`config.mk`:
```
export PLATFORM = sky130hd
export DESIGN_NAME = ddn_cell
export DESIGN_NICKNAME = d
export VERILOG_FILES = /design/src/rtl/core/ddn_pkg.sv /design/src/rtl/core/ddn_cell.sv
export SDC_FILE = /design/constraint.sdc
export NUM_CORES = 1
export LEC_CHECK = 0
export ABC_CLOCK_PERIOD_IN_PS = 8100
export BUFFER_PORTS_ARGS = -buffer_cell sky130_fd_sc_hd__buf_4
export CORE_AREA = 4 4 139 141
export CTS_CLUSTER_DIAMETER = 100
export DETAILED_ROUTE_END_ITERATION = 7
export DIE_AREA = 0 0 143 145
export GPL_ROUTABILITY_DRIVEN = 0
export PLACE_DENSITY = 0.7
export SLEW_MARGIN = 20
export SYNTH_ARGS = -nofsm -noshare
export SYNTH_HDL_FRONTEND = slang
export SYNTH_SLANG_ARGS = --single-unit
```
`constraint.sdc`:
```
create_clock -name clk -period 8.1 [get_ports clk]
set_input_delay 0.81 -clock clk [delete_from_list [all_inputs] [get_ports clk]]
set_output_delay 0.81 -clock clk [all_outputs]
set_load 0.03 [all_outputs]
```
`src/rtl/core/ddn_pkg.sv`:
```
// ----------------------------------------------------------------------------
// ddn_pkg
// Shared types and constants for the detection decode and suppression block.
// ----------------------------------------------------------------------------
package ddn_pkg;

  localparam int DEF_MAX_BOXES   = 64;
  localparam int DEF_MAX_CLASSES = 256;
  localparam int MAX_BOXES_LIMIT = 64;
  localparam int CNT_W           = $clog2(MAX_BOXES_LIMIT + 1);
  localparam int CFG_IDX_W       = 3;
  localparam int CFG_DATA_W      = 16;
  localparam int IOU_LAT         = 4;

  typedef enum logic [CFG_IDX_W-1:0] {
    REG_LEFT_PAD,
    REG_PAD_TOP,
    REG_INV_RATIO,
    REG_IMAGE_WIDTH,
    REG_IMAGE_HEIGHT,
    REG_SCORE_THRESHOLD,
    REG_OVERLAP_THRESHOLD
  } cfg_reg_t;

  typedef struct packed {
    logic [10:0] left_pad;
    logic [10:0] pad_top;
    logic [15:0] inv_ratio;
    logic [11:0] image_width;
    logic [11:0] image_height;
    logic [15:0] score_threshold;
    logic [15:0] overlap_threshold;
  } cfg_t;

  typedef struct packed {
    logic signed [15:0] center_x;
    logic signed [15:0] center_y;
    logic [15:0]        box_width;
    logic [15:0]        box_height;
    logic [15:0]        class_score;
    logic               row_end;
    logic               frame_end;
  } item_t;

  typedef struct packed {
    logic [15:0] left;
    logic [15:0] top;
    logic [15:0] right;
    logic [15:0] bottom;
  } box_t;

  typedef struct packed {
    box_t        box;
    logic [15:0] score;
    logic [7:0]  class_id;
    logic        sup;
  } entry_t;

  typedef struct packed {
    logic   vld;
    logic   keep;
    logic   frame;
    entry_t ent;
  } row_out_t;

  typedef enum logic [1:0] {
    CELL_HOLD,
    CELL_INSERT,
    CELL_POP,
    CELL_ROTATE
  } cell_op_t;

  typedef struct packed {
    cell_op_t         op;
    logic [CNT_W-1:0] cnt;
    entry_t           item;
  } cell_cmd_t;

  typedef enum logic [2:0] {
    ST_FILL,
    ST_DRAIN,
    ST_POP,
    ST_CMP,
    ST_FLUSH
  } state_t;

endpackage

```
`src/rtl/core/ddn_cell.sv`:
```
// ----------------------------------------------------------------------------
// ddn_cell
// One slot of the sorted box chain: insert by score, shift out, rotate.
// ----------------------------------------------------------------------------
module ddn_cell import ddn_pkg::*; #(
  parameter int K = 0
) (
  input  logic      clk,
  input  cell_cmd_t cmd,
  input  entry_t    left_entry,
  input  logic      left_take,
  input  entry_t    right_entry,
  output entry_t    entry,
  output logic      take
);

  logic empty, at_tail, below_tail;

  assign empty      = CNT_W'(K) >= cmd.cnt;
  // equal scores stay ahead of the new word
  assign take       = empty || (cmd.item.score > entry.score);
  assign at_tail    = CNT_W'(K + 1) == cmd.cnt;
  assign below_tail = CNT_W'(K + 1) < cmd.cnt;

  always_ff @(posedge clk) begin
    case (cmd.op)
      CELL_INSERT: begin
        if (left_take) entry <= left_entry;
        else if (take) entry <= cmd.item;
      end
      CELL_POP: entry <= right_entry;
      CELL_ROTATE: begin
        if (at_tail) entry <= cmd.item;
        else if (below_tail) entry <= right_entry;
      end
      default: ;
    endcase
  end

endmodule

```
* After elaboration in Yosys (flattened, before gate mapping)
Cells that the tools add are included.
** Cells by class
- $lt $le $gt $ge :: 3
- Multiplexer cells :: 5
- Equality and inequality tests :: 6
- Reduce and logical (&&, ||, !) cells :: 3
** Operators by type and width (count)
- $mux W89 :: 4
- $pmux W89 S3 :: 1
- $gt A16 B16 Y1 :: 1
- $eq A1 B7 Y1 const A :: 1
- $ge A1 B7 Y1 const A :: 1
- $lt A1 B7 Y1 const A :: 1
- $ne A3 B3 Y1 const B :: 2
- $eq A2 B2 Y1 const B :: 2
- $reduce_and A3 Y1 :: 1
- $reduce_bool A3 Y1 :: 1
- $eq A2 B1 Y1 const B :: 1
- $logic_or A1 B1 Y1 :: 1
** Storage, ports and cells
- Word-level logic and storage cells :: 24
- Output and inout bits :: 90
- Flip-flop bits (word level) :: 89
- Input port bits :: 278

* Depth between registers and ports, before layout
- Depth in word-level cells :: 5
- Gate-level depth with buffers :: 9
- Mapped depth without buffers :: 7

* Worst setup path after synthesis
OpenSTA, ideal clock, no wires.
- Kind :: input to register
- From :: input cmd[24] (netlist name)
- To :: register entry[0] (netlist name), enable pin
- Stages on the path :: 6
- Data required time :: 7514 ps
- Setup slack :: 855 ps
- Arrival :: 6659 ps
- Setup time :: 586 ps
- Buffers on the path :: 0
- Cell sequence :: ha_1 > nand4_1 > nor4_1 > a21boi_0 > o31ai_1 > a41oi_1
** On the way
- Cells in the longest elaborated chain, start to end :: 4
** Ends and longest elaborated chain
- start: declaration :: RTL line ddn_cell.sv:9 : input cell_cmd_t cmd,
- $gt A16 B16 Y1 :: RTL line ddn_cell.sv:21 : assign take = empty || (cmd.item.score > entry.score);
- $logic_or A1 B1 Y1 :: RTL line ddn_cell.sv:21
- $ne A3 B3 Y1 (no source line)
- $reduce_and A3 Y1 (no source line)
- end signal: assignment :: RTL line ddn_cell.sv:28 : if (left_take) entry <= left_entry;
- end signal: assignment :: RTL line ddn_cell.sv:29 : else if (take) entry <= cmd.item;
- end signal: assignment :: RTL line ddn_cell.sv:31 : CELL_POP: entry <= right_entry;
- end: declaration :: RTL line ddn_cell.sv:13 : output entry_t entry,
No other way between the ends.
A chain may end at the register's enable or synchronous reset.

* Worst setup path in the final report
- From :: input cmd[16] (netlist name)
- To :: output take
** On the way
- Cells in the longest elaborated chain, start to end :: 2
** Ends and longest elaborated chain
- $gt A16 B16 Y1 :: RTL line ddn_cell.sv:21
- $logic_or A1 B1 Y1 :: RTL line ddn_cell.sv:21
- end: declaration :: RTL line ddn_cell.sv:14 : output logic take
No other way between the ends.

==> results.json <==
{
  "critPathSlowestCell": "o31ai_1",
  "drcViolationCount": 0,
  "clock_sinks": 89,
  "cts_buffers": 9,
  "wl_per_cell_um": 21.3,
  "maxCapViolations": 0,
  "startpoint": "cmd[16]",
  "critPathMostFrequentCell": "buf_4",
  "final_cell_mix": "buf_4, nor2_1, mux2i_1, a221o_1, edfxtp_1",
  "antenna_left": 0,
  "seqPwrFrac_pct": 37.7,
  "p_leak_nw": 4.99,
  "grt_max_degree": 79,
  "power.switching_w": 0.000514,
  "power.total_w": 0.00161,
  "worstMarginPinSlew_ps": 968,
  "p_sw_share_pct": 32.0,
  "core_um2": 18000,
  "yosysUniqueCellTypes": 27,
  "clkTransAtPathRegs_ps": 70,
  "clockRootBuffer": "clkbuf_16",
  "io_buffers": 367,
  "drt-total-wl_um": 24200,
  "start_util_pct": 38.4,
  "maxSlewViolCount": 0,
  "clockPowerShare_pct": 26.3,
  "synth_area_um2": 6900,
  "period_needed_ps": 3420,
  "critPathArrivalTime_ps": 2610,
  "postCtsSetupRepairBufs": 0,
  "dieHeight_um": 145,
  "area_growth_pct": 46.0,
  "cts-resized-gates": 0,
  "crit_type": "input pin to output pin",
  "vias": 6167,
  "grt_pass1_vias": 6375,
  "rsz0062_at_grt": "no",
  "antenna_found_initial": 1,
  "crit_family": "compound AO/OA/AOI/OAI gates",
  "fillers": 1587,
  "die-area_um2": 20700,
  "slew_headroom_pct": 35.4,
  "drive_gt1_share_pct": 53.3,
  "period_share_pct": 42.2,
  "top_register": "entry",
  "placedCellCount": 1123,
  "power_density_nw_per_um2": 159,
  "top_regs": "entry (89)",
  "max_freq_mhz": 292,
  "cts_tree": "built",
  "antenna_cells": 0,
  "setup_viol": 0,
  "grt_use_total_pct": 22.2,
  "syn_nets": 865,
  "min_path_type": "input pin to flip-flop",
  "combPwrFrac_pct": 35.9,
  "fp-row-count": 49,
  "finClkSkew_ps": 10.2,
  "hold_start": "right_entry[77]",
  "crit_path_start_kind": "input pin",
  "worstPathCellList": "buf_4 -> ha_1 -> a21oi_1 -> o21ai_0 -> a21o_1 -> o31ai_1 -> nand2_1 -> buf_4",
  "yosys_register_bits": 89,
  "p_int_w": 0.00109,
  "cp_num_buf_inv": 2,
  "status": "completed",
  "largest_reg_flops": 89,
  "cts_buffer_depth": 2,
  "hpwl_um": 18000,
  "fin_util_pct": 56.1,
  "r2r_start": "entry[19]",
  "die_width_um": 143,
  "avgSynthCellArea_um2": 12.1,
  "end_kind": "output pin",
  "hold_violations": 0,
  "finalNonFillerCells": 1139,
  "ys.warnings.count": 0,
  "htreeDepth": 3,
  "cp_max_fo": 3,
  "worstPathRequired_ps": 7290,
  "dr.first_iter.drc_count": 337,
  "cts_hold_buf": 0,
  "first_pass_iters": 4,
  "vias_per_cell": 5.41,
  "ys_seq_area_share_pct": 38.7,
  "final_nets": 1202,
  "io_pins": 368,
  "layout_commonest_cell": "buf_4",
  "overflow": 0,
  "grt_first_pass_wirelength_um": 36300,
  "setup_tns_ps": 0,
  "cpPeakStageDelay_ps": 600,
  "ir_drop_uv": 94.0,
  "clk_latency_ps": 350,
  "synthCells": 568
}
worst reg2reg max path, cell delays in order, from the launching register on:
cell and delay [ps]:
edfxtp_1 370, inv_1 60, ha_1 340, nand4_1 150, nor4_1 460, a21boi_0 240, o31ai_1 180, a41oi_4 260
buf_4 610
stage by stage:
| step | instance area [um^2] | setup slack, ps | hold WS, ps |
|---|---|---|---|
| after CTS | 10100 | 4650 | 762 |
| after detailed placement | 9790 | 4480 | 1130 |
| after floorplan | 6900 | 855 | 1030 |
| after global placement | 9790 | 4500 | 1120 |
| final | 10100 | 4680 | 774 |
| after global routing | 10100 | 4540 | 766 |
Yosys cell counts:
| cell type | n | area [um^2] |
|---|---|---|
| a21o_1 | 2 | 15.0 |
| nor2b_1 | 1 | 6.26 |
| a221o_1 | 89 | 891 |
| a41oi_1 | 1 | 8.76 |
| o21ai_0 | 4 | 20.0 |
| mux2_4 | 88 | 1320 |
| and2_1 | 1 | 6.26 |
| buf_2 | 6 | 30.0 |
| edfxtp_1 | 89 | 2670 |
| buf_1 | 7 | 26.3 |
| nor2_2 | 3 | 18.8 |
| clkbuf_1 | 27 | 101 |
| a21boi_0 | 1 | 7.51 |
| o31ai_1 | 1 | 7.51 |
| nand4_1 | 3 | 18.8 |
| inv_1 | 19 | 71.3 |
| or2_2 | 1 | 6.26 |
| mux2i_1 | 89 | 891 |
| nor4_1 | 1 | 6.26 |
| nand2_1 | 5 | 18.8 |
| nand3_1 | 1 | 5.00 |
| nand4_4 | 1 | 21.3 |
| ha_1 | 19 | 238 |
| a21oi_1 | 8 | 40.0 |
| nor2_1 | 91 | 342 |
| buf_6 | 9 | 101 |
| nand4b_1 | 1 | 8.76 |
worst paths after layout:
path / to / slack, ps / cells past startpoint
min: entry[77] / 770 / 2
min reg2reg: entry[9] / 1460 / 5
max reg2reg: entry[22] / 5040 / 8
max: take / 4680 / 8
power groups by stage:
stage / clock [W] / sequential [W] / combinational, W
2_1_floorplan: 0 / 0.000741 / 0.000197
3_3_place_gp: 0 / 0.000615 / 0.000575
3_5_place_dp: 0 / 0.000617 / 0.000581
4_1_cts: 0.000428 / 0.000607 / 0.000583
5_1_grt: 0.000445 / 0.000612 / 0.000618
6_report: 0.000423 / 0.000606 / 0.000578
logic make-up (layout without fill, tap and decap cells):
logic type | Yosys count | in the layout | synth area share, %
adder cells (fa/ha/maj) | 19 | 19 | 3.45
flip-flops | 89 | 89 | 38.7
buffers and inverters | 68 | 410 | 4.79
AO/OA/AOI/OAI | 106 | 106 | 14.3
AND/OR/NAND/NOR | 109 | 109 | 6.64
multiplexers | 177 | 177 | 32.1
routing by layer:
| layer | up-vias | track usage (%) | wire, um |
|---|---|---|---|
| li1 | 2905 | - | - |
| met1 | 2985 | 26.4 | 9360 |
| met2 | 238 | 39.3 | 12400 |
| met3 | 37 | 4.80 | 1780 |
| met4 | 2 | 7.84 | 657 |
| met5 | - | 0 | 13 |
cell type report:
| cell class | count | area, um^2 | share of cell area (%) |
|---|---|---|---|
| clock inverters | 7 | 61.3 | 0.608 |
| repair buffers | 375 | 2820 | 27.9 |
| clock buffers | 9 | 225 | 2.24 |
| flip-flops and latches | 89 | 2670 | 26.5 |
| multi-input cells | 411 | 3940 | 39.1 |
| inverters | 19 | 71.3 | 0.708 |
| well taps | 229 | 287 | 2.84 |
Note: power is estimated with default switching activity, not from simulation.
