`config.mk`:
```
export PLATFORM = sky130hd
export DESIGN_NAME = ddn_iou
export DESIGN_NICKNAME = d
export VERILOG_FILES = /design/src/rtl/core/ddn_pkg.sv /design/src/rtl/core/ddn_iou.sv
export SDC_FILE = /design/constraint.sdc
export NUM_CORES = 2
export LEC_CHECK = 0
export ABC_CLOCK_PERIOD_IN_PS = 8440
export BUFFER_PORTS_ARGS = -buffer_cell sky130_fd_sc_hd__clkbuf_2
export CAP_MARGIN = 20
export CORE_UTILIZATION = 35
export DETAILED_ROUTE_END_ITERATION = 8
export PLACE_DENSITY = 0.54
export SYNTH_ARGS = -nofsm -noshare
export SYNTH_HDL_FRONTEND = slang
export SYNTH_SLANG_ARGS = --single-unit
```
`constraint.sdc`:
```
create_clock -name clk -period 8.44 [get_ports clk]
set_clock_uncertainty 0.1 [all_clocks]
set_input_delay 0.844 -clock clk [delete_from_list [all_inputs] [get_ports clk]]
set_output_delay 0.844 -clock clk [all_outputs]
set_load 0.005 [all_outputs]
```
`src/rtl/core/ddn_pkg.sv`:
```
// ----------------------------------------------------------------------------
// ddn_pkg
// Shared types and constants for the detection decode and suppression block.
// ----------------------------------------------------------------------------
package ddn_pkg;

  localparam int DEF_MAX_BOXES   = 64;
  localparam int DEF_MAX_CLASSES = 256;
  localparam int MAX_BOXES_LIMIT = 64;
  localparam int CNT_W           = $clog2(MAX_BOXES_LIMIT + 1);
  localparam int CFG_IDX_W       = 3;
  localparam int CFG_DATA_W      = 16;
  localparam int IOU_LAT         = 4;

  typedef enum logic [CFG_IDX_W-1:0] {
    REG_LEFT_PAD,
    REG_PAD_TOP,
    REG_INV_RATIO,
    REG_IMAGE_WIDTH,
    REG_IMAGE_HEIGHT,
    REG_SCORE_THRESHOLD,
    REG_OVERLAP_THRESHOLD
  } cfg_reg_t;

  typedef struct packed {
    logic [10:0] left_pad;
    logic [10:0] pad_top;
    logic [15:0] inv_ratio;
    logic [11:0] image_width;
    logic [11:0] image_height;
    logic [15:0] score_threshold;
    logic [15:0] overlap_threshold;
  } cfg_t;

  typedef struct packed {
    logic signed [15:0] center_x;
    logic signed [15:0] center_y;
    logic [15:0]        box_width;
    logic [15:0]        box_height;
    logic [15:0]        class_score;
    logic               row_end;
    logic               frame_end;
  } item_t;

  typedef struct packed {
    logic [15:0] left;
    logic [15:0] top;
    logic [15:0] right;
    logic [15:0] bottom;
  } box_t;

  typedef struct packed {
    box_t        box;
    logic [15:0] score;
    logic [7:0]  class_id;
    logic        sup;
  } entry_t;

  typedef struct packed {
    logic   vld;
    logic   keep;
    logic   frame;
    entry_t ent;
  } row_out_t;

  typedef enum logic [1:0] {
    CELL_HOLD,
    CELL_INSERT,
    CELL_POP,
    CELL_ROTATE
  } cell_op_t;

  typedef struct packed {
    cell_op_t         op;
    logic [CNT_W-1:0] cnt;
    entry_t           item;
  } cell_cmd_t;

  typedef enum logic [2:0] {
    ST_FILL,
    ST_DRAIN,
    ST_POP,
    ST_CMP,
    ST_FLUSH
  } state_t;

endpackage

```
`src/rtl/core/ddn_iou.sv`:
```
// ----------------------------------------------------------------------------
// ddn_iou
// Pipelined overlap test: inter * 2^16 > threshold * union, four stages.
// ----------------------------------------------------------------------------
module ddn_iou import ddn_pkg::*; (
  input  logic        clk,
  input  box_t        a,
  input  box_t        b,
  input  logic [15:0] thr,
  output logic        hit
);

  logic [15:0] il, it, ir, ib;
  logic [15:0] s1_iw, s1_ih, s1_wa, s1_ha, s1_wb, s1_hb;
  logic [31:0] s2_inter, s2_aa, s2_ab;
  logic [31:0] s3_inter;
  logic [32:0] s3_denom;
  logic        s3_pos;
  logic [47:0] s4_ish;
  logic [48:0] s4_prod;
  logic        s4_pos;
  logic [32:0] sum;

  assign il  = (a.left > b.left) ? a.left : b.left;
  assign it  = (a.top > b.top) ? a.top : b.top;
  assign ir  = (a.right < b.right) ? a.right : b.right;
  assign ib  = (a.bottom < b.bottom) ? a.bottom : b.bottom;
  assign sum = {1'b0, s2_aa} + {1'b0, s2_ab};

  always_ff @(posedge clk) begin
    s1_iw    <= (ir > il) ? ir - il : '0;
    s1_ih    <= (ib > it) ? ib - it : '0;
    s1_wa    <= a.right - a.left;
    s1_ha    <= a.bottom - a.top;
    s1_wb    <= b.right - b.left;
    s1_hb    <= b.bottom - b.top;

    s2_inter <= s1_iw * s1_ih;
    s2_aa    <= s1_wa * s1_ha;
    s2_ab    <= s1_wb * s1_hb;

    s3_inter <= s2_inter;
    s3_pos   <= sum > {1'b0, s2_inter};
    s3_denom <= sum - {1'b0, s2_inter};

    s4_ish   <= {s3_inter, 16'b0};
    s4_prod  <= thr * s3_denom;
    s4_pos   <= s3_pos;
  end

  assign hit = s4_pos && ({1'b0, s4_ish} > s4_prod);

endmodule

```
**Word level (Yosys, flattened, before mapping)**

Index checks and enable logic that the tools add are counted.

- Multiply operators: 4
- Multiplexer cells: 4
- Order comparisons: 8
- Bitwise logic cells: 0
- Shifts and indexed selects: 0
- Reduce and logical (&&, ||, !) cells: 1
- Divide/modulo/power cells: 0
- $add $sub $neg: 8
- Equality and inequality tests: 0

Operators by type and width:

| cell | number |
|---|---|
| 16-bit by 16-bit multiplier with 32-bit output | 3 |
| 16-bit subtractor | 6 |
| 16-bit greater-than comparator | 4 |
| 16-bit two-way mux | 4 |
| 48-bit by 49-bit greater-than comparator with 1-bit output | 1 |
| 16-bit by 33-bit multiplier with 49-bit output | 1 |
| 32-bit by 32-bit adder with 33-bit output | 1 |
| 33-bit by 32-bit greater-than comparator with 1-bit output | 1 |
| 33-bit by 32-bit subtractor with 33-bit output | 1 |
| 16-bit less-than comparator | 2 |
| 1-bit logical AND | 1 |

- ROM bits: 0
- Input port bits: 145
- RAM bits: 0
- Output and inout port bits: 1
- Word-level logic and storage cells: 40
- Memories kept: 0
- Bits in latches: 0
- Bits in registers: 340

**Logic depth before layout (Yosys ltp)**

- Depth in word-level cells: 3
- Mapped depth: 24
- Depth with buffers taken out: 23

**Worst setup path before layout**

No wires, ideal clock.

- Kind: input to register
- Start point: input thr[7]
- End point: register s4_prod[46]
- Arrival time: 6.507 ns
- Cell stages on the path: 22
- Required time: 8.202 ns
- Path buffers: 1
- Setup time: 0.138 ns
- Slack: 1.695 ns
- Cells stage by stage: clkbuf_1 -> nand2_1 -> fa_1 -> inv_1 -> fa_1 -> inv_1 -> fa_1 -> inv_1 -> fa_1 -> fa_1 -> inv_1 -> fa_1 -> inv_1 -> ha_1 -> a211oi_1 -> nand2_1 -> o31ai_1 -> o21ai_0 -> a311o_1 -> a31oi_1 -> o311ai_0 -> xor2_1

- Longest elaborated chain between the ends: 1

Ends and longest elaborated chain:

| what | RTL line | text |
|---|---|---|
| start: declaration | ddn_iou.sv:9 | `input logic [15:0] thr,` |
| 16-bit by 33-bit multiplier with 49-bit output | ddn_iou.sv:47 | `s4_prod <= thr * s3_denom;` |
| end signal: assignment | ddn_iou.sv:47 |  |
| end: declaration | ddn_iou.sv:20 | `logic [48:0] s4_prod;` |

No other way between the ends.
A chain may end at the register's enable or synchronous reset.

**Worst setup path in the final report**

- Start point: register s3_denom[10]
- End point: register s4_prod[46]

- Longest elaborated chain between the ends: 1

Ends and longest elaborated chain:

| what | RTL line | text |
|---|---|---|
| start: declaration | ddn_iou.sv:17 | `logic [32:0] s3_denom;` |
| start signal: assignment | ddn_iou.sv:44 | `s3_denom <= sum - {1'b0, s2_inter};` |
| 16-bit by 33-bit multiplier with 49-bit output | ddn_iou.sv:47 |  |

No other way between the ends.

==> key figures <==
Global routing
  – Pin count of the biggest net entering global routing: 34
  – Fraction of met1 tracks used by global routing: 0.254
  – Aggregate global routing overflow: 0
  – All-Layer GR Usage: 0.199
  – Met3 track utilization from global routing: 0.0202
  – Vias in the first global route: 48400
  – Global-route wire length before repair: 268000 um
  – Layer with the highest usage: met2
  – GR met2 Demand/Resource: 0.351
  – Antenna violations before repair: 5

Die
  – Initial cell density of the core: 0.353
  – Die Area: 171000 sq um
  – Y dimension of the die: 413 um
  – Core outline area: 168000 sq um
  – X dimension of the die: 413 um
  – Boundary pin count: 146
  – Num rows: 150

Run
  – Max-capacitance violation count: 0

Synthesis
  – Syn_nets: 8580
  – Synth Instances: 6730
  – Top post-synthesis cells by area: sky130_fd_sc_hd__fa_1, sky130_fd_sc_hd__ha_1, sky130_fd_sc_hd__dfxtp_1
  – Yosys reg bits: 340
  – Avg Cell Area, Syn: 8.79 sq um
  – Total number of yosys warnings: 0
  – Count of unique library cells instantiated by Yosys: 73
  – Post-Syn Area: 59200 sq um
  – Leading register cell type out of synthesis: sky130_fd_sc_hd__dfxtp_1
  – Proportion of synthesized flip-flops having asynchronous set or reset: 0
  – Top cell type's share of synthesized area: 0.346
  – EDFF count, synth: 0
  – Seq/Total Area, Yosys: 0.115
  – Cell type with the highest aggregate area in the netlist: sky130_fd_sc_hd__fa_1

Clock network
  – Post-CTS Hold Buffers: 0
  – Count of instances resized after the clock tree is built: 0
  – Number of H-tree levels: 2
  – Post-CTS Setup Inserts: 0
  – Clk sink count: 340
  – Clock tree from TritonCTS: done
  – Number of CTS-inserted buffers: 44
  – Clock transition at the registers of the reported paths: 0.07 ns
  – Clock insertion delay at the later pin of the skew report: 0.63 ns
  – Buffers from clock root to sink, at most: 3
  – Clock tree root driver cell: sky130_fd_sc_hd__clkbuf_16

Worst setup path
  – Arrival time reported for the critical path endpoint: 7.89 ns
  – Worst-path cell chain: buf_4 -> and2_1 -> fa_1 -> inv_1 -> fa_1 -> fa_1 -> inv_1 -> fa_1 -> fa_1 -> inv_1 -> fa_1 -> inv_1 -> ha_1 -> a211oi_1 -> nand2_1 -> o31ai_1 -> buf_4 -> o21ai_0 -> a311o_1 -> a31oi_1 -> o311ai_0 -> xor2_1
  – Cell with the largest stage delay on the worst path: sky130_fd_sc_hd__dfxtp_1
  – Worst Reg2Reg Path Length in Cells: 22
  – Number of buffer and inverter instances along the worst setup path: 6
  – Reg-to-reg slack, setup: 0.94 ns
  – Category of the critical setup timing path: register to register
  – Type of origin of the critical path: register
  – Kind of capture point of the worst setup path: register
  – Crit-path max cell delay: 0.90 ns
  – Category of cells accounting for the largest share of critical-path delay: adder cells
  – Critical path data required time: 8.83 ns
  – Highest net fanout along the worst path: 12
  – Capture point of the worst reg-to-reg path: s4_prod[46]
  – Source of the worst register-to-register timing path: s3_denom[10]
  – Most used cell, CP: sky130_fd_sc_hd__fa_1

STA
  – Top achievable clock speed: 0.133 GHz
  – RSZ-0062 raised after global routing: false
  – Count of endpoints failing hold in the final timing report: 0
  – Final setup violation count: 0
  – Max-slew headroom at the worst pin: 0.302
  – Share of the clock period used by the worst path: 0.888
  – Transition time at the pin with the least slew margin: 1.05 ns
  – Final sum of negative setup slack: 0 ns
  – Time the worst path needs with I/O delays and setup: 7.50 ns
  – Max-slew violation count: 0
  – Smallest setup slack after layout: 0.944 ns

Drt
  – Residual DRC: 0
  – Detailed-route via count: 44700
  – TritonRoute pass-1 iters: 6
  – WL final: 165000 um
  – Ratio of routed vias to standard cells: 4.95
  – Number of DRC violations after detailed-routing iteration 0: 2347
  – Drt wl/cell: 18.3 um
  – Number of routed nets with antenna violations: 0

Finish
  – Total area of multi-input combinational cells: 46200 sq um
  – Layout fillers: 17100
  – Seq. cell area: 6810 sq um
  – Commonest non-fill, non-tap cell in the layout: sky130_fd_sc_hd__inv_1
  – Leading cell types in the layout, fill and taps excluded: sky130_fd_sc_hd__inv_1, sky130_fd_sc_hd__fa_1, sky130_fd_sc_hd__nand2_1, sky130_fd_sc_hd__ha_1, sky130_fd_sc_hd__and2_1
  – Share of final-layout standard cells stronger than drive strength 1: 0.0497
  – Area delta synth->final: 8.08%
  – Final Net Count: 8636
  – Final instance area: 64000 sq um

Placed design
  – Number of port buffers: 145
  – Post-Place Setup Slack: 0.514 ns
  – RD Place Congestion: 0.917
  – Total placed instance area: 62400 sq um
  – DP HPWL: 139000 um

Hold path
  – Worst Hold Launch: s3_inter[6]
  – Endpoint of the worst hold path: s4_ish[22]
  – Worst Hold Class: register to register
  – Number of instances on the worst hold path: 0

Status
  – Result of the run: completed
## final cells by class
class,count,share of cell area
multi-input combinational,4765,0.723
clock inverter,27,0.00518
clock buffer,55,0.0193
tap,2204,0.0431
antenna,1,0.0000391
sequential,340,0.106
timing repair buffer,214,0.0194
inverter,1421,0.0834
## per-stage QoR
step	std cells	hold WS, ns	utilization
after global routing	9027	0.221	0.382
after detailed placement	8944	0.212	0.372
after floorplan	6730	0.210	-
after global placement	8944	0.211	0.372
after CTS	9026	0.214	0.382
final	9027	0.207	0.382
## worst max-delay path by stage
stage / from / to / cells after the start
after detailed placement: thr[1] / s4_prod[43] / 21
after global placement: thr[11] / s4_prod[46] / 22
after global routing: s3_denom[12] / s4_prod[43] / 20
after CTS: s3_denom[17] / s4_prod[43] / 18
final: s3_denom[10] / s4_prod[46] / 22
after floorplan: thr[7] / s4_prod[46] / 22
## state kept, by name, summed over array words and instances, names as in the netlist
name	cells
s1_wb	16
s1_hb	16
s4_pos	1
s4_prod	49
s3_denom	33
s1_ih	16
s4_ish	32
s1_ha	16
s3_pos	1
s3_inter	32
s2_ab	32
s2_inter	32
s2_aa	32
s1_wa	16
s1_iw	16
## metal layers
layer	wire, um	part of all wire	up-vias
met3	6840	0.042	270
met1	72100	0.44	22400
li1	-	-	20900
met4	5720	0.035	0
met2	80200	0.49	1061
met5	0	0	-
## synth_stat cells (15+ instances only)
cell type and number:
sky130_fd_sc_hd__fa_1 1022, sky130_fd_sc_hd__nor3_1 64, sky130_fd_sc_hd__o21bai_1 25, sky130_fd_sc_hd__nand4_1 44
sky130_fd_sc_hd__nor4_1 15, sky130_fd_sc_hd__xnor2_1 153, sky130_fd_sc_hd__dfxtp_1 340, sky130_fd_sc_hd__a21oi_1 225
sky130_fd_sc_hd__a211oi_1 22, sky130_fd_sc_hd__or3_1 18, sky130_fd_sc_hd__clkbuf_1 198, sky130_fd_sc_hd__nand3_1 39
sky130_fd_sc_hd__a21o_1 131, sky130_fd_sc_hd__ha_1 683, sky130_fd_sc_hd__inv_1 1421, sky130_fd_sc_hd__xor2_1 67
sky130_fd_sc_hd__o31ai_1 17, sky130_fd_sc_hd__o21a_1 37, sky130_fd_sc_hd__nand2_1 957, sky130_fd_sc_hd__mux2i_1 42
sky130_fd_sc_hd__and2_1 491, sky130_fd_sc_hd__nor2b_1 47, sky130_fd_sc_hd__nand2b_1 34, sky130_fd_sc_hd__a21boi_0 29
sky130_fd_sc_hd__mux2_2 18, sky130_fd_sc_hd__nor2_1 204, sky130_fd_sc_hd__a31oi_1 27, sky130_fd_sc_hd__o21ai_0 150
sky130_fd_sc_hd__o211ai_1 21, sky130_fd_sc_hd__and3_1 29
## kinds of logic (layout without fill, tap and decap cells)
| family | count (synthesis) | count (layout) | synth area share |
|---|---|---|---|
| multiplexers | 74 | 74 | 0.0132 |
| AND/OR/NAND/NOR | 1992 | 1992 | 0.161 |
| AO/OA/AOI/OAI | 774 | 774 | 0.0849 |
| adder cells (fa/ha/maj) | 1705 | 1705 | 0.490 |
| buffers and inverters | 1625 | 1717 | 0.103 |
| other | 0 | 1 | 0 |
| flip-flops | 340 | 340 | 0.115 |
| XOR/XNOR | 220 | 220 | 0.0326 |
Power is not shown: default switching activity piles up to over one toggle a cycle in this logic, so the estimate is an artifact.
