$ cat config.mk
export PLATFORM = sky130hd
export DESIGN_NAME = ddn_row
export DESIGN_NICKNAME = d
export VERILOG_FILES = /design/src/rtl/core/ddn_pkg.sv /design/src/rtl/core/ddn_row.sv
export SDC_FILE = /design/constraint.sdc
export NUM_CORES = 2
export LEC_CHECK = 0
export BUFFER_PORTS_ARGS = -buffer_cell sky130_fd_sc_hd__buf_4
export CORE_MARGIN = 4
export CORE_UTILIZATION = 52
export DETAILED_ROUTE_END_ITERATION = 10
export GPL_ROUTABILITY_DRIVEN = 0
export PLACE_DENSITY = 0.72
export SLEW_MARGIN = 20
export SYNTH_ARGS = -nofsm -noshare
export SYNTH_HDL_FRONTEND = slang
export SYNTH_SLANG_ARGS = --single-unit
$ cat constraint.sdc
create_clock -name clk -period 6.6 [get_ports clk]
set_clock_uncertainty 0.15 [all_clocks]
set_input_delay 0.66 -clock clk [delete_from_list [all_inputs] [get_ports clk]]
set_output_delay 0.66 -clock clk [all_outputs]
set_load 0.02 [all_outputs]
$ cat src/rtl/core/ddn_pkg.sv
// ----------------------------------------------------------------------------
// ddn_pkg
// Shared types and constants for the detection decode and suppression block.
// ----------------------------------------------------------------------------
package ddn_pkg;

  localparam int DEF_MAX_BOXES   = 64;
  localparam int DEF_MAX_CLASSES = 256;
  localparam int MAX_BOXES_LIMIT = 64;
  localparam int CNT_W           = $clog2(MAX_BOXES_LIMIT + 1);
  localparam int CFG_IDX_W       = 3;
  localparam int CFG_DATA_W      = 16;
  localparam int IOU_LAT         = 4;

  typedef enum logic [CFG_IDX_W-1:0] {
    REG_LEFT_PAD,
    REG_PAD_TOP,
    REG_INV_RATIO,
    REG_IMAGE_WIDTH,
    REG_IMAGE_HEIGHT,
    REG_SCORE_THRESHOLD,
    REG_OVERLAP_THRESHOLD
  } cfg_reg_t;

  typedef struct packed {
    logic [10:0] left_pad;
    logic [10:0] pad_top;
    logic [15:0] inv_ratio;
    logic [11:0] image_width;
    logic [11:0] image_height;
    logic [15:0] score_threshold;
    logic [15:0] overlap_threshold;
  } cfg_t;

  typedef struct packed {
    logic signed [15:0] center_x;
    logic signed [15:0] center_y;
    logic [15:0]        box_width;
    logic [15:0]        box_height;
    logic [15:0]        class_score;
    logic               row_end;
    logic               frame_end;
  } item_t;

  typedef struct packed {
    logic [15:0] left;
    logic [15:0] top;
    logic [15:0] right;
    logic [15:0] bottom;
  } box_t;

  typedef struct packed {
    box_t        box;
    logic [15:0] score;
    logic [7:0]  class_id;
    logic        sup;
  } entry_t;

  typedef struct packed {
    logic   vld;
    logic   keep;
    logic   frame;
    entry_t ent;
  } row_out_t;

  typedef enum logic [1:0] {
    CELL_HOLD,
    CELL_INSERT,
    CELL_POP,
    CELL_ROTATE
  } cell_op_t;

  typedef struct packed {
    cell_op_t         op;
    logic [CNT_W-1:0] cnt;
    entry_t           item;
  } cell_cmd_t;

  typedef enum logic [2:0] {
    ST_FILL,
    ST_DRAIN,
    ST_POP,
    ST_CMP,
    ST_FLUSH
  } state_t;

endpackage

$ cat src/rtl/core/ddn_row.sv
// ----------------------------------------------------------------------------
// ddn_row
// Per-row best class tracking and box decode: unpad, scale, corners, clip.
// ----------------------------------------------------------------------------
module ddn_row import ddn_pkg::*; #(
  parameter int MAX_CLASSES = DEF_MAX_CLASSES
) (
  input  logic     clk,
  input  logic     rst,
  input  logic     accept,
  input  item_t    item,
  input  cfg_t     cfg,
  output row_out_t res
);

  localparam int POS_W = $clog2(MAX_CLASSES + 1);

  logic [15:0]      best_score;
  logic [7:0]       best_class;
  logic [POS_W-1:0] class_position;
  logic             pos_open;
  logic             take_s;
  logic [15:0]      eff_score;
  logic [7:0]       eff_class;
  logic             row_done;

  assign pos_open  = class_position < POS_W'(MAX_CLASSES);
  assign take_s    = pos_open && (item.class_score > best_score);
  assign eff_score = take_s ? item.class_score : best_score;
  assign eff_class = take_s ? 8'(class_position) : best_class;
  assign row_done  = accept && (item.row_end || item.frame_end);

  always_ff @(posedge clk) begin
    if (rst) begin
      best_score     <= '0;
      best_class     <= '0;
      class_position <= '0;
    end else if (row_done) begin
      best_score     <= '0;
      best_class     <= '0;
      class_position <= '0;
    end else if (accept) begin
      best_score <= eff_score;
      best_class <= eff_class;
      if (pos_open) class_position <= class_position + POS_W'(1);
    end
  end

  // stage a: threshold and unpad
  logic               a_vld, a_frame, a_ok;
  logic [15:0]        a_score;
  logic [7:0]         a_class;
  logic signed [17:0] a_dx, a_dy;
  logic [15:0]        a_w, a_h;

  // stage b: scale
  logic               b_vld, b_frame, b_ok;
  logic [15:0]        b_score;
  logic [7:0]         b_class;
  logic signed [34:0] b_px, b_py;
  logic [31:0]        b_pw, b_ph;

  // stage c: corners and clip
  logic               c_vld, c_frame, c_ok;
  logic [15:0]        c_score;
  logic [7:0]         c_class;
  logic signed [36:0] c_l, c_t, c_r, c_b;

  // stage d: empty check
  logic               d_vld, d_frame, d_keep;
  entry_t             d_ent;

  logic signed [36:0] sx, sy, wz, hz, lo_x, hi_x, lo_y, hi_y;
  logic signed [36:0] l_raw, r_raw, t_raw, b_raw, lim_x, lim_y;

  assign sx    = $signed({b_px[34], b_px, 1'b0});
  assign sy    = $signed({b_py[34], b_py, 1'b0});
  assign wz    = $signed({5'b0, b_pw});
  assign hz    = $signed({5'b0, b_ph});
  assign lo_x  = sx - wz;
  assign hi_x  = sx + wz;
  assign lo_y  = sy - hz;
  assign hi_y  = sy + hz;
  assign l_raw = lo_x >>> 9;
  assign r_raw = hi_x >>> 9;
  assign t_raw = lo_y >>> 9;
  assign b_raw = hi_y >>> 9;
  assign lim_x = $signed({21'b0, cfg.image_width, 4'b0});
  assign lim_y = $signed({21'b0, cfg.image_height, 4'b0});

  always_ff @(posedge clk) begin
    if (rst) begin
      a_vld <= 1'b0; a_frame <= 1'b0;
      b_vld <= 1'b0; b_frame <= 1'b0;
      c_vld <= 1'b0; c_frame <= 1'b0;
      d_vld <= 1'b0; d_frame <= 1'b0;
    end else begin
      a_vld <= row_done;          a_frame <= row_done && item.frame_end;
      b_vld <= a_vld;             b_frame <= a_frame;
      c_vld <= b_vld;             c_frame <= b_frame;
      d_vld <= c_vld;             d_frame <= c_frame;
    end
  end

  always_ff @(posedge clk) begin
    a_ok    <= eff_score >= cfg.score_threshold;
    a_score <= eff_score;
    a_class <= eff_class;
    a_dx    <= $signed({{2{item.center_x[15]}}, item.center_x})
             - $signed({3'b0, cfg.left_pad, 4'b0});
    a_dy    <= $signed({{2{item.center_y[15]}}, item.center_y})
             - $signed({3'b0, cfg.pad_top, 4'b0});
    a_w     <= item.box_width;
    a_h     <= item.box_height;

    b_ok    <= a_ok;
    b_score <= a_score;
    b_class <= a_class;
    b_px    <= a_dx * $signed({1'b0, cfg.inv_ratio});
    b_py    <= a_dy * $signed({1'b0, cfg.inv_ratio});
    b_pw    <= a_w * cfg.inv_ratio;
    b_ph    <= a_h * cfg.inv_ratio;

    c_ok    <= b_ok;
    c_score <= b_score;
    c_class <= b_class;
    c_l     <= l_raw[36] ? '0 : l_raw;
    c_t     <= t_raw[36] ? '0 : t_raw;
    c_r     <= (r_raw > lim_x) ? lim_x : r_raw;
    c_b     <= (b_raw > lim_y) ? lim_y : b_raw;

    // a corner beyond 16 bits always fails this check, so truncation is safe
    d_keep           <= c_ok && (c_r > c_l) && (c_b > c_t);
    d_ent.box.left   <= c_l[15:0];
    d_ent.box.top    <= c_t[15:0];
    d_ent.box.right  <= c_r[15:0];
    d_ent.box.bottom <= c_b[15:0];
    d_ent.score      <= c_score;
    d_ent.class_id   <= c_class;
    d_ent.sup        <= 1'b0;
  end

  assign res.vld   = d_vld;
  assign res.frame = d_frame;
  assign res.keep  = d_keep;
  assign res.ent   = d_ent;

endmodule

# --- After elaboration in Yosys (flattened, before gate mapping) ---
# Index checks and enable logic that the tools add are counted.
op_classes:
  bitwise_logic: 0
  shift: 0
  n_mul: 4
  mux: 4
  eq_ne: 0
  magnitude_cmp: 7
  n_addsub: 7
  n_div: 0
  reduce_logical: 8
ops:
  columns: ["op", "n"]
  rows:
  - ["> comparator 28 x 37 -> 1 bit", 2]
  - ["adder 35 x 33 -> 36 bit", 2]
  - ["subtractor 35 x 33 -> 36 bit", 2]
  - ["multiplier 17 x 17 -> 34 bit", 2]
  - ["multiplier 16 x 16 -> 32 bit", 2]
  - ["> comparator 28 x 17 -> 1 bit", 2]
  - ["two-way mux 16 bit", 3]
  - ["subtractor 16 x 16 -> 17 bit", 2]
  - ["greater-or-equal comparator 16 bit", 1]
  - ["> comparator 16 bit", 1]
  - ["adder 9 x 1 -> 9 bit (second input constant)", 1]
  - ["less-than comparator 9 bit (second input constant)", 1]
  - ["two-way mux 8 bit", 1]
  - ["logical AND 1 bit", 5]
  - ["AND reduction 2 bit", 1]
  - ["OR reduction 2 bit", 1]
  - ["logical OR 1 bit", 1]
word_totals:
  ramBits: 0
  inputBits: 179
  rom_bits: 0
  elab_cells: 73
  out_inout_bits: 92
  mem_count: 0
  reg_bits: 533
  latchBits: 0

# --- Logic depth before layout (Yosys ltp) ---
depth:
  ltp_word: 4
  mapped_depth: 30
  ltp_nobuf: 28

# --- Worst setup path before layout ---
# OpenSTA, ideal clock, no wires.
synth_timing:
  path_type: "input to register"
  startpoint: "in cfg[58] in the netlist's numbering"
  endpoint: "reg b_px[33] (netlist name)"
  setup_time_ns: 0.118
  stages: 26
  slack_ns: -0.626
  n_path_buf: 2
  t_arrival_ns: 6.958
  t_required_ns: 6.332
  path_cell_list: "clkbuf_1 clkbuf_1 nand2_1 fa_1 fa_1 fa_1 fa_1 inv_1 fa_1 inv_1 fa_1 inv_1 ha_1 a21o_1 a21o_1 a21oi_1 o31ai_1 a311o_1 a2111o_1 nand2_1 o2111ai_1 a21oi_1 o21bai_1 nand4_1 nand2_1 xnor2_1"
synth_between:
  elab_chain_cells: 1
synth_rtl:
  columns: ["element", "line_no", "rtl"]
  rows:
  - ["start: declaration", "ddn_row.sv:12", "input cfg_t cfg,"]
  - ["multiplier 17 x 17 -> 34 bit", "ddn_row.sv:119", "b_px <= a_dx * $signed({1'b0, cfg.inv_ratio});"]
# No other way between the ends.
# A chain may end at the register's enable or synchronous reset.

# --- Final worst setup path ---
layout_timing:
  startpoint: "reg a_w[5]"
  endpoint: "reg b_pw[31]"
layout_between:
  elab_chain_cells: 1
layout_rtl:
  columns: ["element", "line_no", "rtl"]
  rows:
  - ["start: declaration", "ddn_row.sv:54", "logic [15:0] a_w, a_h;"]
  - ["start signal: assignment", "ddn_row.sv:113", "a_w <= item.box_width;"]
  - ["multiplier 16 x 16 -> 32 bit", "ddn_row.sv:121", "b_pw <= a_w * cfg.inv_ratio;"]
  - ["end signal: assignment", "ddn_row.sv:121", null]
  - ["end: declaration", "ddn_row.sv:61", "logic [31:0] b_pw, b_ph;"]
# No other way between the ends.

==> run metrics <==
status=finished clean; Syn Std Cell Area=58,400 um2; CP arrival=6850 ps; Final setup viols=0; Hold WC Path Type=primary input to register; Fmax=156 MHz; Avg Cell Area, Syn=9.21 um2; fraction of layout cells with a size suffix above 1=12.9%; initial antenna violation count=7; Worst-Margin Slew=797 ps; gr usage total=23.4%; drt initial violations=2,267; Fillers=9,342; Die X=343 um; via/cell ratio=5.09; WS Path Type=register to register; Overflow after GRT=0; cell row count=122; Nets=8,645; sequential area share after synthesis=17.5%; Area growth syn-to-layout=15.3%; # Max-Cap Violations=0; CP max-delay cell=fa_1; estimated wirelength of the detail-placed design=111 mm; Cells after DPL=8,259; Cells after Synth=6,336; Clk Latency, worst-skew pair=690 ps; Routed Antenna Nets=0; most used cell, CP=fa_1; via count=42.8k; DRC viols=0; Initial Util=52.5%; Synth warnings=0; area of the multi-input gates=42,200 um2; flop2flop setup slack=210 ps; CTS tree=yes; Most used DFF post-synth=dfxtp_1; Final Non-Filler Cells=8,412; post-route cell area=67,300 um2; max_slew headroom=46.6%; most common cell after layout, fill and taps aside=inv_1; Worst-path clk slew=60 ps; crit-path leading delay family=adder cells; worst path bufs/invs=5; fin crit period=6390 ps; Clock Path Buffers=3; first-pass GRT wire length=226 mm; register area=10,300 um2; CTS root buffer=clkbuf_16; Final Hold Viols=0; period utilization=96.8%; H-Tree Depth=2; DP Area=64,600 um2; Post-synth EDFFs=0; clk sinks=511; vias in the first global route=45.9k; max-slew violation count=0; worst-path maximum fanout=9; RSZ-0062 raised after global routing=true; Yosys cell types=90; Core ar.=111,000 um2; most frequent cells in the layout=1,427 x inv_1, 946 x fa_1, 677 x nand2_1, 640 x buf_4, 634 x ha_1; crit start category=register; CP required=7060 ps; Async SR Flop Fraction=0%; WL/cell=15.9 um; Max stage delay on crit path=530 ps; synthesized flop and latch total=511; final WL=134 mm; Ports=271; number of port buffers=253; largest net degree at the start of global routing=39; DR pass1 iterations=6; worst-path cell chain=buf_4 -> and2_1 -> fa_1 -> inv_1 -> fa_1 -> inv_1 -> fa_1 -> fa_1 -> fa_1 -> inv_1 -> fa_1 -> inv_1 -> ha_1 -> nand2_1 -> nor2_1 -> a211oi_2 -> a31oi_2 -> a41o_1 -> o31a_1 -> a41o_1 -> o41a_1 -> a21o_1 -> a21oi_2 -> xnor2_1; chip height=343 um; Worst Setup End Kind=register; WHS=61.2 ps; die area=118,000 um2; Num CTS Buffers=57
per-layer routing:
metal | up-vias | part of all wire, % | track usage (%)
met5 | - | 0.0097 | 0
met4 | 2 | 2.4 | 5.93
met3 | 205 | 6.0 | 3.55
met2 | 989 | 48 | 39.6
met1 | 21381 | 44 | 31.7
li1 | 20203 | - | -
cell type report:
cell class | count | area share, %
well taps | 1488 | 2.77
diodes | 1 | 0.00372
multi-input cells | 4173 | 62.7
clock inverters | 32 | 0.608
flip-flops and latches | 511 | 15.3
inverters | 1429 | 7.97
repair buffers | 705 | 8.35
clock buffers | 73 | 2.34
path summary, 6_finish.rpt:
kind | to | depth (start not counted) | startpoint
worst min-delay path | c_r[11] | 2 | cfg[51]
worst max register to register | b_pw[31] | 24 | a_w[5]
worst max-delay path | b_pw[31] | 24 | a_w[5]
worst min register to register | b_class[6] | 0 | a_class[6]
logic make-up after synthesis:
family / count (synthesis) / share of synthesized area, %
compound gates: 597 / 6.83
simple gates: 1694 / 14.1
xor+xnor: 231 / 3.47
flops: 511 / 17.5
mux: 57 / 1.08
buf+inv: 1656 / 10.7
other cells: 1 / 0.00642
fa+ha+maj: 1589 / 46.3
Yosys cell counts (8+ instances only):
| cell type | number | area, um2 |
|---|---|---|
| clkbuf_1 | 217 | 815 |
| a31oi_1 | 11 | 68.8 |
| mux2_2 | 16 | 180 |
| dfxtp_1 | 511 | 10200 |
| nand2b_1 | 48 | 300 |
| nand4_1 | 29 | 181 |
| nor3_1 | 46 | 230 |
| inv_1 | 1427 | 5360 |
| a211oi_1 | 16 | 120 |
| nor4_1 | 9 | 56.3 |
| mux2_1 | 8 | 90.1 |
| and4_1 | 9 | 78.8 |
| and2_1 | 486 | 3040 |
| o31ai_1 | 16 | 120 |
| and3_1 | 11 | 68.8 |
| o21a_1 | 43 | 323 |
| fa_1 | 948 | 19000 |
| nand3_1 | 32 | 160 |
| nor2_1 | 255 | 957 |
| or3_1 | 17 | 106 |
| or2_2 | 8 | 50.1 |
| nand2_1 | 677 | 2540 |
| mux2i_1 | 27 | 270 |
| nor2b_1 | 51 | 319 |
| a21o_1 | 91 | 683 |
| o21bai_1 | 35 | 263 |
| o21ai_0 | 113 | 566 |
| xnor2_1 | 163 | 1430 |
| ha_1 | 641 | 8020 |
| a21oi_1 | 187 | 936 |
| xor2_1 | 68 | 596 |
registers in the layout, indices dropped and copies added (netlist names), 17 cells and up:
signal,flops
b_py,34
a_dx,17
a_dy,17
b_px,34
res,88
b_pw,32
c_b,27
c_r,27
c_l,27
b_ph,32
c_t,27
stage by stage:
stage          setup WS (ps)  TNS [ps]  util (%)
3_5_place_dp            -540     -8980      58.2
6_report                 210         0      60.6
5_1_grt                -58.1     -77.8      60.6
3_3_place_gp            -448     -7090      58.2
2_1_floorplan          -22.7     -22.7         -
4_1_cts                 12.9         0      60.4
what timing repair did:
| action | 4_1_cts | 5_1_grt |
|---|---|---|
| setup endpoints to repair | 3 | 21 |
| setup buffers | 0 | 3 |
| gates resized for setup | 4 | 76 |
| endpoints found under the hold margin | 51 | 0 |
| gates cloned | 0 | 0 |
| hold buffers | 44 | 0 |
| pin swaps | 0 | 20 |
Power is not shown: default switching activity piles up to over one toggle a cycle in this logic, so the estimate is an artifact.
